==> src/hdl/lfpa_pkg.sv <==
// shared types and constants of the lowest free page allocator
package lfpa_pkg;

   localparam int MODE_W      = 2;
   localparam int PAGE_W      = 10;
   localparam int STATUS_W    = 2;
   localparam int TOP_CNT_W   = 11;
   localparam int FREE_CNT_W  = 10;
   localparam int LIMIT_W     = 11;

   localparam int REQ_DATA_W  = 16;
   localparam int RSP_FIELD_W = PAGE_W + STATUS_W + 1 + TOP_CNT_W + FREE_CNT_W;
   localparam int RSP_DATA_W  = 40;

   localparam int CSR_ADDR_W  = 3;
   localparam int CSR_DATA_W  = 32;

   localparam logic [MODE_W-1:0] MODE_ALLOC = 2'd0;
   localparam logic [MODE_W-1:0] MODE_FREE  = 2'd1;
   localparam logic [MODE_W-1:0] MODE_RELOC = 2'd2;

   localparam logic [STATUS_W-1:0] ST_OK      = 2'd0;
   localparam logic [STATUS_W-1:0] ST_INVALID = 2'd1;
   localparam logic [STATUS_W-1:0] ST_FULL    = 2'd2;

   // register index, taken from the word address bit of paddr
   localparam logic REG_PAGE_LIMIT = 1'b0;

   typedef struct packed {
      logic accept;
      logic eval;
      logic trim;
      logic issue;
      logic load_out;
   } ctl_cmd_type;

   typedef struct packed {
      logic go_trim;
      logic go_realloc;
      logic trim_more;
      logic reloc;
   } dp_stat_type;

endpackage

==> src/hdl/lowest_free_page_allocator_unit.sv <==
// top level of the lowest free page allocator
//
// The req channel takes one request word: allocate, free or relocate a page.
// The rsp channel returns one word for every request: the page, a status
// code, the limit flag and the top and free counts after the request.
// The csr port (APB style) holds the page limit register at address 0.
//
// The free bitmap is kept in a memory of 32-page rows with a registered
// read, plus one summary bit per row that marks a row holding free pages.
// A request is accepted and its bitmap row read, then evaluated and the row
// written back; its word is marked pending, then loaded into the rsp register.
// A free that trims the top walks down one further row per step of the trim
// state. A relocation that moves its page passes through an issue state and a
// second evaluation for the second row read, plus any trim rows.
// Reset sets top to 1 and clears the counts and the summary bits, so the
// whole bitmap reads as in use right away; there is no clearing pass.
// A stalled rsp keeps its word; one more request may be accepted and
// finished behind it, after which req_tready stays low until rsp moves.
module lowest_free_page_allocator_unit #(
   parameter int NUM_PAGES = 1024
) (
   input  logic                             clock,
   input  logic                             reset,
   input  logic                             req_tvalid,
   output logic                             req_tready,
   // mode[1:0], page[11:2], zero fill
   input  logic [lfpa_pkg::REQ_DATA_W-1:0]  req_tdata,
   output logic                             rsp_tvalid,
   input  logic                             rsp_tready,
   // result_page[9:0], status[11:10], limit_reached[12], top_count[23:13],
   // free_count[33:24], zero fill
   output logic [lfpa_pkg::RSP_DATA_W-1:0]  rsp_tdata,
   input  logic                             csr_psel,
   input  logic                             csr_penable,
   input  logic                             csr_pwrite,
   input  logic [lfpa_pkg::CSR_ADDR_W-1:0]  csr_paddr,
   input  logic [lfpa_pkg::CSR_DATA_W-1:0]  csr_pwdata,
   output logic [lfpa_pkg::CSR_DATA_W-1:0]  csr_prdata,
   output logic                             csr_pready
);
   import lfpa_pkg::*;

   ctl_cmd_type          cmd;
   dp_stat_type          stat;
   logic [LIMIT_W-1:0]   page_limit;

   lfpa_csr u_csr (
      .clock       (clock),
      .reset       (reset),
      .csr_psel    (csr_psel),
      .csr_penable (csr_penable),
      .csr_pwrite  (csr_pwrite),
      .csr_paddr   (csr_paddr),
      .csr_pwdata  (csr_pwdata),
      .csr_prdata  (csr_prdata),
      .csr_pready  (csr_pready),
      .page_limit  (page_limit)
   );

   lfpa_ctrl u_ctrl (
      .clock      (clock),
      .reset      (reset),
      .req_tvalid (req_tvalid),
      .req_tready (req_tready),
      .rsp_tvalid (rsp_tvalid),
      .rsp_tready (rsp_tready),
      .stat       (stat),
      .cmd        (cmd)
   );

   lfpa_dpath #(
      .NUM_PAGES (NUM_PAGES)
   ) u_dpath (
      .clock      (clock),
      .reset      (reset),
      .cmd        (cmd),
      .stat       (stat),
      .req_tdata  (req_tdata),
      .page_limit (page_limit),
      .rsp_tdata  (rsp_tdata)
   );

endmodule

==> src/hdl/lfpa_ram.sv <==
// generic single write port ram with registered read
module lfpa_ram #(
   parameter int WIDTH = 32,
   parameter int DEPTH = 32
) (
   input  logic                     clock,
   input  logic                     wr_en,
   input  logic [$clog2(DEPTH)-1:0] wr_addr,
   input  logic [WIDTH-1:0]         wr_data,
   input  logic [$clog2(DEPTH)-1:0] rd_addr,
   output logic [WIDTH-1:0]         rd_data
);

   logic [WIDTH-1:0] mem_ff [DEPTH];
   logic [WIDTH-1:0] rd_data_ff;

   always_ff @(posedge clock) begin
      if (wr_en) begin
         mem_ff[wr_addr] <= wr_data;
      end
      rd_data_ff <= mem_ff[rd_addr];
   end

   assign rd_data = rd_data_ff;

endmodule

==> src/hdl/lfpa_csr.sv <==
// configuration register port holding the page limit
module lfpa_csr (
   input  logic                             clock,
   input  logic                             reset,
   input  logic                             csr_psel,
   input  logic                             csr_penable,
   input  logic                             csr_pwrite,
   input  logic [lfpa_pkg::CSR_ADDR_W-1:0]  csr_paddr,
   input  logic [lfpa_pkg::CSR_DATA_W-1:0]  csr_pwdata,
   output logic [lfpa_pkg::CSR_DATA_W-1:0]  csr_prdata,
   output logic                             csr_pready,
   output logic [lfpa_pkg::LIMIT_W-1:0]     page_limit
);
   import lfpa_pkg::*;

   logic [LIMIT_W-1:0] limit_ff, limit_in;
   logic               hit_limit;

   assign hit_limit  = csr_paddr[CSR_ADDR_W-1] == REG_PAGE_LIMIT;
   assign csr_pready = 1'b1;

   always_comb begin
      limit_in = limit_ff;
      if (csr_psel && csr_penable && csr_pwrite && csr_pready && hit_limit) begin
         limit_in = csr_pwdata[LIMIT_W-1:0];
      end
   end

   always_comb begin
      csr_prdata = '0;
      if (hit_limit) begin
         csr_prdata = CSR_DATA_W'(limit_ff);
      end
   end

   always_ff @(posedge clock) begin
      if (reset) begin
         limit_ff <= '0;
      end else begin
         limit_ff <= limit_in;
      end
   end

   assign page_limit = limit_ff;

endmodule

==> src/hdl/lfpa_ctrl.sv <==
// sequencer: handshakes, operation phases and result hand-off
module lfpa_ctrl (
   input  logic                      clock,
   input  logic                      reset,
   input  logic                      req_tvalid,
   output logic                      req_tready,
   output logic                      rsp_tvalid,
   input  logic                      rsp_tready,
   input  lfpa_pkg::dp_stat_type     stat,
   output lfpa_pkg::ctl_cmd_type     cmd
);
   import lfpa_pkg::*;

   localparam logic [1:0] S_IDLE  = 2'd0;
   localparam logic [1:0] S_EVAL  = 2'd1;
   localparam logic [1:0] S_TRIM  = 2'd2;
   localparam logic [1:0] S_ISSUE = 2'd3;

   logic [1:0] state_ff, state_in;
   logic       pend_ff, pend_in;
   logic       valid_ff, valid_in;
   logic       out_free;
   logic       finish;

   assign out_free   = !valid_ff || rsp_tready;
   assign req_tready = (state_ff == S_IDLE) && (!pend_ff || out_free);

   always_comb begin
      cmd          = '0;
      cmd.accept   = req_tvalid && req_tready;
      cmd.eval     = state_ff == S_EVAL;
      cmd.trim     = state_ff == S_TRIM;
      cmd.issue    = state_ff == S_ISSUE;
      cmd.load_out = pend_ff && out_free;
   end

   always_comb begin
      state_in = state_ff;
      finish   = 1'b0;
      case (state_ff)
         S_IDLE: begin
            if (cmd.accept) begin
               state_in = S_EVAL;
            end
         end
         S_EVAL: begin
            if (stat.go_trim) begin
               state_in = S_TRIM;
            end else if (stat.go_realloc) begin
               state_in = S_ISSUE;
            end else begin
               state_in = S_IDLE;
               finish   = 1'b1;
            end
         end
         S_TRIM: begin
            if (!stat.trim_more) begin
               if (stat.reloc) begin
                  state_in = S_ISSUE;
               end else begin
                  state_in = S_IDLE;
                  finish   = 1'b1;
               end
            end
         end
         S_ISSUE: begin
            state_in = S_EVAL;
         end
         default: begin
            state_in = S_IDLE;
         end
      endcase
   end

   always_comb begin
      pend_in = pend_ff;
      if (finish) begin
         pend_in = 1'b1;
      end else if (cmd.load_out) begin
         pend_in = 1'b0;
      end
      valid_in = valid_ff;
      if (cmd.load_out) begin
         valid_in = 1'b1;
      end else if (rsp_tready) begin
         valid_in = 1'b0;
      end
   end

   always_ff @(posedge clock) begin
      if (reset) begin
         state_ff <= S_IDLE;
         pend_ff  <= 1'b0;
         valid_ff <= 1'b0;
      end else begin
         state_ff <= state_in;
         pend_ff  <= pend_in;
         valid_ff <= valid_in;
      end
   end

   assign rsp_tvalid = valid_ff;

endmodule

==> src/hdl/lfpa_dpath.sv <==
// datapath: row bitmap memory, row summary, counters, search and trim logic
module lfpa_dpath #(
   parameter int NUM_PAGES = 1024
) (
   input  logic                              clock,
   input  logic                              reset,
   input  lfpa_pkg::ctl_cmd_type             cmd,
   output lfpa_pkg::dp_stat_type             stat,
   input  logic [lfpa_pkg::REQ_DATA_W-1:0]   req_tdata,
   input  logic [lfpa_pkg::LIMIT_W-1:0]      page_limit,
   output logic [lfpa_pkg::RSP_DATA_W-1:0]   rsp_tdata
);
   import lfpa_pkg::*;

   localparam int T_W    = $clog2(NUM_PAGES + 1);
   localparam int IDX_W  = $clog2(NUM_PAGES);
   localparam int BIT_W  = (IDX_W - 1 < 5) ? IDX_W - 1 : 5;
   localparam int WORD_W = 2 ** BIT_W;
   localparam int ROW_W  = IDX_W - BIT_W;
   localparam int ROWS   = 2 ** ROW_W;
   localparam int CNT_W  = BIT_W + 1;
   localparam int CMP_W  = (T_W > TOP_CNT_W) ? T_W : TOP_CNT_W;

   logic [T_W-1:0]        top_ff, top_in;
   logic [T_W-1:0]        free_ff, free_in;
   logic [ROWS-1:0]       summary_ff, summary_in;
   logic [MODE_W-1:0]     mode_ff, mode_in;
   logic [PAGE_W-1:0]     page_ff, page_in;
   logic [ROW_W-1:0]      row_ff;
   logic [PAGE_W-1:0]     res_page_ff, res_page_in;
   logic [STATUS_W-1:0]   res_st_ff, res_st_in;
   logic                  res_lim_ff, res_lim_in;
   logic [RSP_DATA_W-1:0] rsp_ff, rsp_in;

   logic [ROW_W-1:0]      rd_addr;
   logic                  wr_en;
   logic [WORD_W-1:0]     wr_data;
   logic [WORD_W-1:0]     rd_data;
   logic [WORD_W-1:0]     word;

   logic [MODE_W-1:0]     req_mode;
   logic [IDX_W-1:0]      req_idx;
   logic [CMP_W-1:0]      page_cmp, top_cmp, free_cmp;
   logic [IDX_W-1:0]      page_idx;
   logic [BIT_W-1:0]      page_bit;
   logic                  in_use, in_tail, at_top, release_ok;
   logic [WORD_W-1:0]     freed_word;

   logic [ROW_W-1:0]      low_row;
   logic [BIT_W-1:0]      low_bit;
   logic [WORD_W-1:0]     alloc_word;
   logic                  grow_lim, store_full;

   logic [WORD_W-1:0]     trim_src, cand, keep, trim_word;
   logic [T_W-1:0]        free_base, rowbase, span_full, trim_top, trim_free;
   logic [CNT_W-1:0]      span;
   logic [BIT_W-1:0]      high_bit;
   logic                  found;

   lfpa_ram #(
      .WIDTH (WORD_W),
      .DEPTH (ROWS)
   ) u_map (
      .clock   (clock),
      .wr_en   (wr_en),
      .wr_addr (row_ff),
      .wr_data (wr_data),
      .rd_addr (rd_addr),
      .rd_data (rd_data)
   );

   // a row whose summary bit is clear holds no free page, whatever the memory says
   assign word = rd_data & {WORD_W{summary_ff[row_ff]}};

   assign req_mode = req_tdata[MODE_W-1:0];
   assign req_idx  = IDX_W'(req_tdata[MODE_W +: PAGE_W]);

   assign page_cmp   = CMP_W'(page_ff);
   assign top_cmp    = CMP_W'(top_ff);
   assign free_cmp   = CMP_W'(free_ff);
   assign page_idx   = page_cmp[IDX_W-1:0];
   assign page_bit   = page_idx[BIT_W-1:0];
   assign in_use     = (page_ff != '0) && (page_cmp < top_cmp) && !word[page_bit];
   assign in_tail    = page_cmp >= (top_cmp - free_cmp);
   assign at_top     = page_cmp == (top_cmp - CMP_W'(1));
   assign freed_word = word | (WORD_W'(1) << page_bit);
   assign release_ok = in_use && ((mode_ff == MODE_FREE) ||
                                  ((mode_ff == MODE_RELOC) && in_tail));

   // lowest row with a free page
   always_comb begin
      low_row = '0;
      for (int i = ROWS - 1; i >= 0; i--) begin
         if (summary_ff[i]) begin
            low_row = ROW_W'(i);
         end
      end
   end

   // lowest free page within the row
   always_comb begin
      low_bit = '0;
      for (int i = WORD_W - 1; i >= 0; i--) begin
         if (word[i]) begin
            low_bit = BIT_W'(i);
         end
      end
   end

   assign alloc_word = word & ~(WORD_W'(1) << low_bit);
   assign grow_lim   = (page_limit != '0) && (top_cmp >= CMP_W'(page_limit));
   assign store_full = top_ff == T_W'(NUM_PAGES);

   // tail trim, one row a step: new top sits just above the highest used page
   assign trim_src  = cmd.trim ? word : freed_word;
   assign free_base = cmd.trim ? free_ff : free_ff + T_W'(1);
   assign rowbase   = T_W'({row_ff, BIT_W'(0)});
   assign span_full = top_ff - rowbase;
   assign span      = span_full[CNT_W-1:0];

   always_comb begin
      for (int i = 0; i < WORD_W; i++) begin
         cand[i] = !trim_src[i] && (CNT_W'(i) < span);
      end
   end

   always_comb begin
      high_bit = '0;
      for (int i = 0; i < WORD_W; i++) begin
         if (cand[i]) begin
            high_bit = BIT_W'(i);
         end
      end
   end

   assign found = |cand;

   always_comb begin
      for (int i = 0; i < WORD_W; i++) begin
         keep[i] = found && (BIT_W'(i) <= high_bit);
      end
   end

   assign trim_word = trim_src & keep;
   assign trim_top  = found ? rowbase + T_W'(high_bit) + T_W'(1) : rowbase;
   assign trim_free = free_base - (top_ff - trim_top);

   // the trim walks on only while the row just trimmed holds no used page below top
   always_comb begin
      stat            = '0;
      stat.reloc      = mode_ff == MODE_RELOC;
      stat.go_trim    = release_ok && at_top && !found;
      stat.go_realloc = release_ok && (mode_ff == MODE_RELOC) && !(at_top && !found);
      stat.trim_more  = !found;
   end

   always_comb begin
      rd_addr = low_row;
      if (cmd.accept) begin
         rd_addr = (req_mode == MODE_ALLOC) ? low_row : req_idx[IDX_W-1 -: ROW_W];
      end else if (cmd.eval || cmd.trim) begin
         rd_addr = row_ff - ROW_W'(1);
      end
   end

   always_comb begin
      top_in      = top_ff;
      free_in     = free_ff;
      summary_in  = summary_ff;
      mode_in     = mode_ff;
      page_in     = page_ff;
      res_page_in = res_page_ff;
      res_st_in   = res_st_ff;
      res_lim_in  = res_lim_ff;
      wr_en       = 1'b0;
      wr_data     = trim_word;

      if (cmd.accept) begin
         mode_in = req_mode;
         page_in = req_tdata[MODE_W +: PAGE_W];
      end

      if (cmd.issue) begin
         mode_in = MODE_ALLOC;
      end

      if (cmd.eval) begin
         res_page_in = page_ff;
         res_st_in   = ST_OK;
         res_lim_in  = 1'b0;
         case (mode_ff)
            MODE_ALLOC: begin
               if (free_ff != '0) begin
                  wr_en               = 1'b1;
                  wr_data             = alloc_word;
                  summary_in[row_ff]  = |alloc_word;
                  free_in             = free_ff - T_W'(1);
                  res_page_in         = PAGE_W'({row_ff, low_bit});
               end else if (store_full) begin
                  res_page_in = '0;
                  res_st_in   = ST_FULL;
               end else begin
                  res_page_in = PAGE_W'(top_ff);
                  res_lim_in  = grow_lim;
                  top_in      = top_ff + T_W'(1);
               end
            end
            MODE_FREE, MODE_RELOC: begin
               if (!in_use) begin
                  res_st_in = ST_INVALID;
               end else if (release_ok) begin
                  wr_en = 1'b1;
                  if (at_top) begin
                     wr_data            = trim_word;
                     summary_in[row_ff] = |trim_word;
                     top_in             = trim_top;
                     free_in            = trim_free;
                  end else begin
                     wr_data            = freed_word;
                     summary_in[row_ff] = 1'b1;
                     free_in            = free_ff + T_W'(1);
                  end
               end
            end
            default: begin
               res_st_in = ST_INVALID;
            end
         endcase
      end

      if (cmd.trim) begin
         wr_en              = 1'b1;
         wr_data            = trim_word;
         summary_in[row_ff] = |trim_word;
         top_in             = trim_top;
         free_in            = trim_free;
      end
   end

   always_comb begin
      rsp_in = rsp_ff;
      if (cmd.load_out) begin
         rsp_in = {(RSP_DATA_W - RSP_FIELD_W)'(0), FREE_CNT_W'(free_ff),
                   TOP_CNT_W'(top_ff), res_lim_ff, res_st_ff, res_page_ff};
      end
   end

   always_ff @(posedge clock) begin
      if (reset) begin
         top_ff     <= T_W'(1);
         free_ff    <= '0;
         summary_ff <= '0;
      end else begin
         top_ff     <= top_in;
         free_ff    <= free_in;
         summary_ff <= summary_in;
      end
   end

   always_ff @(posedge clock) begin
      mode_ff     <= mode_in;
      page_ff     <= page_in;
      row_ff      <= rd_addr;
      res_page_ff <= res_page_in;
      res_st_ff   <= res_st_in;
      res_lim_ff  <= res_lim_in;
      rsp_ff      <= rsp_in;
   end

   assign rsp_tdata = rsp_ff;

endmodule

==> config.mk <==
export PLATFORM = sky130hd
export DESIGN_NAME = lowest_free_page_allocator_unit
export DESIGN_NICKNAME = d
export VERILOG_FILES = /design/src/hdl/lfpa_pkg.sv /design/src/hdl/lowest_free_page_allocator_unit.sv /design/src/hdl/lfpa_ram.sv /design/src/hdl/lfpa_csr.sv /design/src/hdl/lfpa_ctrl.sv /design/src/hdl/lfpa_dpath.sv
export SDC_FILE = /design/constraint.sdc
export NUM_CORES = 2
export LEC_CHECK = 0
export BUFFER_PORTS_ARGS = -buffer_cell sky130_fd_sc_hd__buf_2
export CAP_MARGIN = 0
export CORE_MARGIN = 5
export CORE_UTILIZATION = 40
export CTS_CLUSTER_SIZE = 25
export DETAILED_ROUTE_END_ITERATION = 10
export PLACE_DENSITY = 0.53
export SLEW_MARGIN = 20
export SYNTH_ARGS = -nofsm -noshare
export SYNTH_HDL_FRONTEND = slang
export SYNTH_HIERARCHICAL = 1
export SYNTH_SLANG_ARGS = --single-unit
export TNS_END_PERCENT = 10
==> constraint.sdc <==
create_clock -name clock -period 7.5 [get_ports clock]
set_input_delay 0 -clock clock [delete_from_list [all_inputs] [get_ports clock]]
set_output_delay 0 -clock clock [all_outputs]
set_load 0.005 [all_outputs]
# Word-level counts from Yosys, hierarchy flattened
# Memories as Yosys holds them, arrays and structs flattened. A register that Yosys moved wholly into a read port is not among the register bits.
# Cells that the tools add are included.
classes:
  reduce_logical: 140
  bitwise_logic: 8
  n_shift: 2
  n_mux: 170
  n_addsub: 11
  n_eq_ne: 15
  n_lt_le_gt_ge: 70
ops:
  columns: ["cell", "count"]
  rows:
  - ["32-bit 2-to-1 mux", 13]
  - ["5-bit 2-to-1 mux", 83]
  - ["11-bit 2-to-1 mux", 16]
  - ["32-bit case mux with 2 select lines", 2]
  - ["32-bit bitwise AND", 3]
  - ["32-bit bitwise mux", 3]
  - ["5-bit by 6-bit less-than comparator with 1-bit output, first input constant", 16]
  - ["32-bit OR reduction", 3]
  - ["1-bit logical AND", 81]
  - ["5-bit <= comparator, first input constant", 16]
  - ["32-bit bitwise OR", 2]
  - ["1-bit by 5-bit << shifter with 32-bit output, first input constant", 2]
  - ["4-bit by 6-bit less-than comparator with 1-bit output, first input constant", 8]
  - ["11-bit case mux with 2 select lines", 2]
  - ["4-bit by 5-bit <= comparator with 1-bit output, first input constant", 8]
  - ["1-bit logical NOT", 37]
  - ["11-bit by 1-bit adder with 11-bit output, second input constant", 3]
  - ["11-bit subtractor", 3]
  - ["4-bit 2-to-1 mux", 8]
  - ["32-bit inverter", 1]
  - ["10-bit 2-to-1 mux", 3]
  - ["3-bit by 6-bit less-than comparator with 1-bit output, first input constant", 4]
  - ["11-bit nonzero test", 2]
  - ["11-bit by 1-bit subtractor with 11-bit output, second input constant", 2]
  - ["39 further kinds", 95]
word_totals:
  regBits: 133
  ram_bits: 1024
  mem_count: 1
  out_inout_bits: 75
  inputBits: 58
mem_list:
  columns: ["memory", "words", "word_bits", "read_ports", "rd_ports_with_merged_regs", "write_ports", "line_no", "source"]
  rows:
  - ["u_dpath.u_map.mem_ff", 32, 32, 1, 1, 1, "lfpa_ram.sv:14", "logic [WIDTH-1:0] mem_ff [DEPTH];"]

# Logic depth before layout (Yosys ltp)
logic_depth:
  word_depth: 50
  mapped_depth: 34
  mapped_depth_nobuf: 31

# Cells and area by module
# The synthesis kept the hierarchy.
modules_own_cells:
  columns: ["module", "n_inst", "seq_area_each_um2", "area_per_inst_um2", "cells_per_inst"]
  rows:
  - ["lfpa_ram", 1, 31390.1, 40492.6, 2260]
  - ["lfpa_dpath", 1, 2932.8, 15082.0, 2097]
  - ["lfpa_csr", 1, 220.2, 757.0, 84]
  - ["lfpa_ctrl", 1, 80.1, 310.3, 36]

# Worst setup path before layout
# OpenSTA, ideal clock, no wires.
synth_timing:
  path_kind: "reg-to-reg"
  from: "reg u_dpath.row_ff[1]"
  to: "reg u_dpath.free_ff[10], in the netlist u_dpath/free_cmp[10]"
  t_arrival_ns: 6.085
  path_stages_with_launch: 28
  setup_slack_ns: 1.283
  required_time_ns: 7.368
  path_buffers: 3
  setup_ns: 0.132
  path_cell_list: "dfxtp_1 > buf_2 > mux4_2 > a311oi_2 > o21ai_1 > buf_2 > buf_2 > o21ai_0 > o22ai_1 > a211o_1 > or2_2 > ha_1 > and3_1 > ha_1 > and2_1 > fa_1 > ha_1 > a21boi_0 > o21ai_0 > a21boi_0 > o21a_1 > nor2_1 > o21bai_1 > a21oi_1 > xnor2_1 > nor2_1 > o21ai_0 > a21oi_1"
synth_between:
  elab_chain_cells: 49
  word_cells_on_any_way: 120
  classes_between: "4 x add/sub; 2 x eq/ne; 43 x mux; 2 x bitwise; 69 x reduce/logical"
synth_rtl:
  columns: ["item", "line_no", "source"]
  rows:
  - ["start: declaration", "lfpa_dpath.sv:29", "logic [ROW_W-1:0] row_ff;"]
  - ["start signal: assignment", "lfpa_dpath.sv:263", "row_ff <= rd_addr;"]
  - ["1-bit binary-select mux with 5-bit select", "lfpa_dpath.sv:73", "assign word = rd_data & {WORD_W{summary_ff[row_ff]}};"]
  - ["1-bit 2-to-1 mux (implied by the code)", "lfpa_dpath.sv:73", null]
  - ["32-bit bitwise AND", "lfpa_dpath.sv:73", null]
  - ["32-bit bitwise OR", "lfpa_dpath.sv:86", "assign freed_word = word | (WORD_W'(1) << page_bit);"]
  - ["32-bit 2-to-1 mux", "lfpa_dpath.sv:115", "assign trim_src = cmd.trim ? word : freed_word;"]
  - ["1-bit logical NOT", "lfpa_dpath.sv:123", "cand[i] = !trim_src[i] && (CNT_W'(i) < span);"]
  - ["1-bit logical AND", "lfpa_dpath.sv:123", null]
  - ["1-bit 2-to-1 mux", "lfpa_dpath.sv:130", "if (cand[i]) begin"]
  - ["[... 32 more ...]", null, null]
  - ["11-bit 2-to-1 mux", "lfpa_dpath.sv:145", "assign trim_top = found ? rowbase + T_W'(high_bit) + T_W'(1) : rowbase;"]
  - ["11-bit subtractor (2 in a row)", "lfpa_dpath.sv:146", "assign trim_free = free_base - (top_ff - trim_top);"]
  - ["11-bit 2-to-1 mux", "lfpa_dpath.sv:213", "if (at_top) begin"]
  - ["11-bit 2-to-1 mux", "lfpa_dpath.sv:211", "end else if (release_ok) begin"]
  - ["11-bit 2-to-1 mux", "lfpa_dpath.sv:209", "if (!in_use) begin"]
  - ["11-bit case mux with 2 select lines", "lfpa_dpath.sv:191", "case (mode_ff)"]
  - ["11-bit 2-to-1 mux", "lfpa_dpath.sv:187", "if (cmd.eval) begin"]
  - ["11-bit 2-to-1 mux", "lfpa_dpath.sv:231", "if (cmd.trim) begin"]
  - ["end signal: assignment", "lfpa_dpath.sv:255", "free_ff <= free_in;"]
  - ["end: declaration", "lfpa_dpath.sv:25", "logic [T_W-1:0] free_ff, free_in;"]
# Parallel ways exist; a longest one is shown, timed or not. The select of a mux whose other input is x is not followed.
# A chain may end at the register's enable or synchronous reset.

# Worst setup path in the final report
layout_timing:
  from: "reg u_dpath.row_ff[1]"
  to: "reg u_dpath.free_ff[8], in the netlist u_dpath/free_cmp[8]"
# The elaborated chain is that of the path after synthesis.

==> impl_metrics.ini <==
[cts]
clkLatencyLatePin_ns = 0.78
cts_sinks = 1189
cts_buffer_depth = 3
cts_tree = done
h-tree-depth = 4
numCtsBuffers = 134
ctsResizeCount = 0
post_cts_buffers = 0
cts_root_buf = clkbuf_16
clk_pin_slew_ns = 0.06

[yosys]
async_reset_ff_frac = 0
ys_ff_latch = 1189
syn-instance-count = 4477
synth_edf_count = 1081
syn_avg_cell_area_um2 = 12.65
synth_top_area_share = 0.5731
yosys-top-cells-area = edfxtp_1, mux2i_1, dfxtp_1
ys_types = 101
synthesis.area_mm2 = 0.05664
ys_seq_area_frac = 0.6113
synth_top_flop_cell = edfxtp_1
yosysWarnings = 6
yosysTopAreaCell = edfxtp_1

[hold_path]
min_from = reset
min_path_type = in2reg
min_path_cells = 3
hold_path_end = u_ctrl/rsp_tvalid$_SDFFE_PP0P_

[global_route]
antenna_found_initial = 2
grt_pass1_vias = 38366
grt-ovfl-total = 0
grt_start_max_net_pins = 71
grtUsageTotal = 0.2555
grtUsageMet1 = 0.3463
grt_use_met3 = 0.03915
grt_busiest_layer = met2
grt_pass1_wl_um = 277300
grt.met2_usage = 0.4123

[sta]
fin_crit_sh = 0.9239
finalMaxSlewViolations = 0
final-setup-viol-count = 0
slew_headroom = 0.1818
finClkSkew_ns = 0.05872
fmax_mhz = 144.3
setup_tns_ns = 0
worstMarginPinSlew_ns = 1.216
finalHoldViolCount = 0
grt_setup_unrepaired = false
period_needed_ns = 6.929

[power_and_ir_drop]
fin_total_pwr_uw = 25590
powerDensity_mw_per_mm2 = 391.0
p_leak_uw = 0.02246
ir_drop_mv = 0.3016

[floorplan]
fp.dieH_um = 386.3
start_util = 0.4015
num_rows = 138
die_w_um = 386.3
die-area_mm2 = 0.1492
core_area_mm2 = 0.1411
io-pin-count = 133

[worst_setup_path]
crit_arrival_ns = 7.53
setup.worst_path.end_class = register
crit_required_ns = 8.11
rr_endpoint = u_dpath/free_cmp[8]$_SDFFE_PP0P_
worst-path-max-fanout = 11
rrSetupSlack_ns = 0.57
path_class = reg2reg
startpoint_type = register
r2r_start = u_dpath/row_ff[1]$_DFF_P_
r2r_cells = 27

[route]
drt-total-wl_um = 194800
wl_per_cell_um = 29.06
initialDrtViolationCount = 3729
viasPerCell = 5.964
num_vias = 39983
ant_nets = 0
drt_pre_antenna_iters = 6
drc_errors = 0

[status]
status = finished clean

[finish]
fin_nets = 4844
final_common_cell = edfxtp_1
drive_gt1_frac = 0.1372
syn2layout_area_growth_pct = 15.53
final_cell_mix = edfxtp_1, mux2i_1, nand2_1

[run]
maxCapViolCount = 0

[place]
finalWeightedCongestion = 0.9991
dpl.hpwl_um = 121800
io_buffers = 77
==> report_power, final <==
group	switching, uW	internal (uW)
registers	509	8030
clock network	2780	3600
logic	6830	3850
==> per-stage QoR <==
stage / setup slack [ns] / instances / area [um2] / hold WS (ns) / util
finish: 0.5708 / 6704 / 65440 / 0.01528 / 0.4639
global route: 0.02138 / 6702 / 65440 / 0.02465 / 0.4639
CTS: 0.5957 / 6702 / 65430 / 0.008538 / 0.4638
detailed placement: 0.6067 / 6404 / 60630 / 0.1957 / 0.4298
global placement: 0.4938 / 6404 / 60620 / 0.1852 / 0.4297
floorplan: 1.283 / 4502 / 56740 / 0.06465 / -
==> how the worst max path moves through the flow <==
stage	startpoint	slack [ns]	end
detailed placement	u_dpath/row_ff[1]$_DFF_P_	0.61	u_dpath/free_cmp[10]$_SDFFE_PP0P_
finish	u_dpath/row_ff[1]$_DFF_P_	0.57	u_dpath/free_cmp[8]$_SDFFE_PP0P_
CTS	u_dpath/row_ff[1]$_DFF_P_	0.60	u_dpath/free_cmp[10]$_SDFFE_PP0P_
global placement	u_dpath/row_ff[0]$_DFF_P_	0.49	u_dpath/free_cmp[10]$_SDFFE_PP0P_
global route	u_dpath/row_ff[0]$_DFF_P_	0.02	u_dpath/free_cmp[10]$_SDFFE_PP0P_
floorplan	u_dpath/row_ff[1]$_DFF_P_	1.28	u_dpath/free_cmp[10]$_SDFFE_PP0P_
==> what timing repair did <==
item	4_1_cts	5_1_grt
endpoints found under the setup margin	0	0
endpoints found under the hold margin	31	0
hold buffers	53	0
==> layer usage <==
metal,up-vias,wire (um)
met5,-,23
met3,368,11650
li1,17711,-
met1,20363,83640
met2,1537,90720
met4,4,8809
==> state kept, by name, summed over array words and instances, names as in the netlist, 11 cells and up <==
| signal | flops |
|---|---|
| u_dpath/u_map/mem_ff | 1024 |
| u_dpath/rsp_tdata | 34 |
| u_dpath/summary_ff | 32 |
| u_dpath/u_map/rd_data | 32 |
| u_csr/page_limit | 11 |
| u_dpath/free_cmp | 11 |
| u_dpath/top_cmp | 11 |
==> cell type report <==
class	count	area, um2
fill	12609	75630
sequential	1189	34620
multi-input combinational	2889	20520
clock buffer	172	3537
timing repair buffer	399	3323
tap	1890	2365
clock inverter	73	730.7
inverter	90	337.8
antenna	2	5.005
==> cells in the mapped netlist, drive strengths merged (75+ instances only) <==
cell and instances:
mux2i 534, o21ai 171, nor3 75, a22oi 132, nor2 267, clkbuf 172
a31oi 99, a21oi 232, nand2 303, dfxtp 108, edfxtp 1081, nand3 158
buf 162, inv 90
==> cell families (layout without fill, tap and decap cells) <==
family | count (synthesis) | count (layout) | synth area share
DFF | 1189 | 1189 | 0.6113
AOI/OAI and AO/OA | 1096 | 1096 | 0.1319
and+or+nand+nor | 1080 | 1080 | 0.09163
muxes | 553 | 553 | 0.1011
buffers and inverters | 424 | 734 | 0.03647
adders and majority gates | 83 | 83 | 0.01979
xor gates and xnor gates | 49 | 49 | 0.007577
other | 3 | 30 | 0.0001988
==> worst max-delay path, cell delays in order, from the launching register on <==
cell,delay (ns)
dfxtp_1,0.64
buf_4,0.29
mux4_2,0.33
a22oi_1,0.19
o221a_1,0.37
buf_4,0.25
o32ai_1,0.09
nor3b_1,0.25
o2111a_1,0.30
o311ai_0,0.25
o211a_1,0.33
nor2_1,0.22
ha_1,0.27
and2_1,0.19
fa_1,0.54
inv_1,0.06
fa_1,0.44
nor2b_1,0.12
o21ai_0,0.10
a21boi_0,0.26
o21ai_0,0.15
a21boi_0,0.27
o21a_1,0.16
nor2_1,0.05
buf_4,0.13
xnor2_1,0.11
a221oi_1,0.31
a211oi_1,0.11
Power figures use the tool's default switching activity.
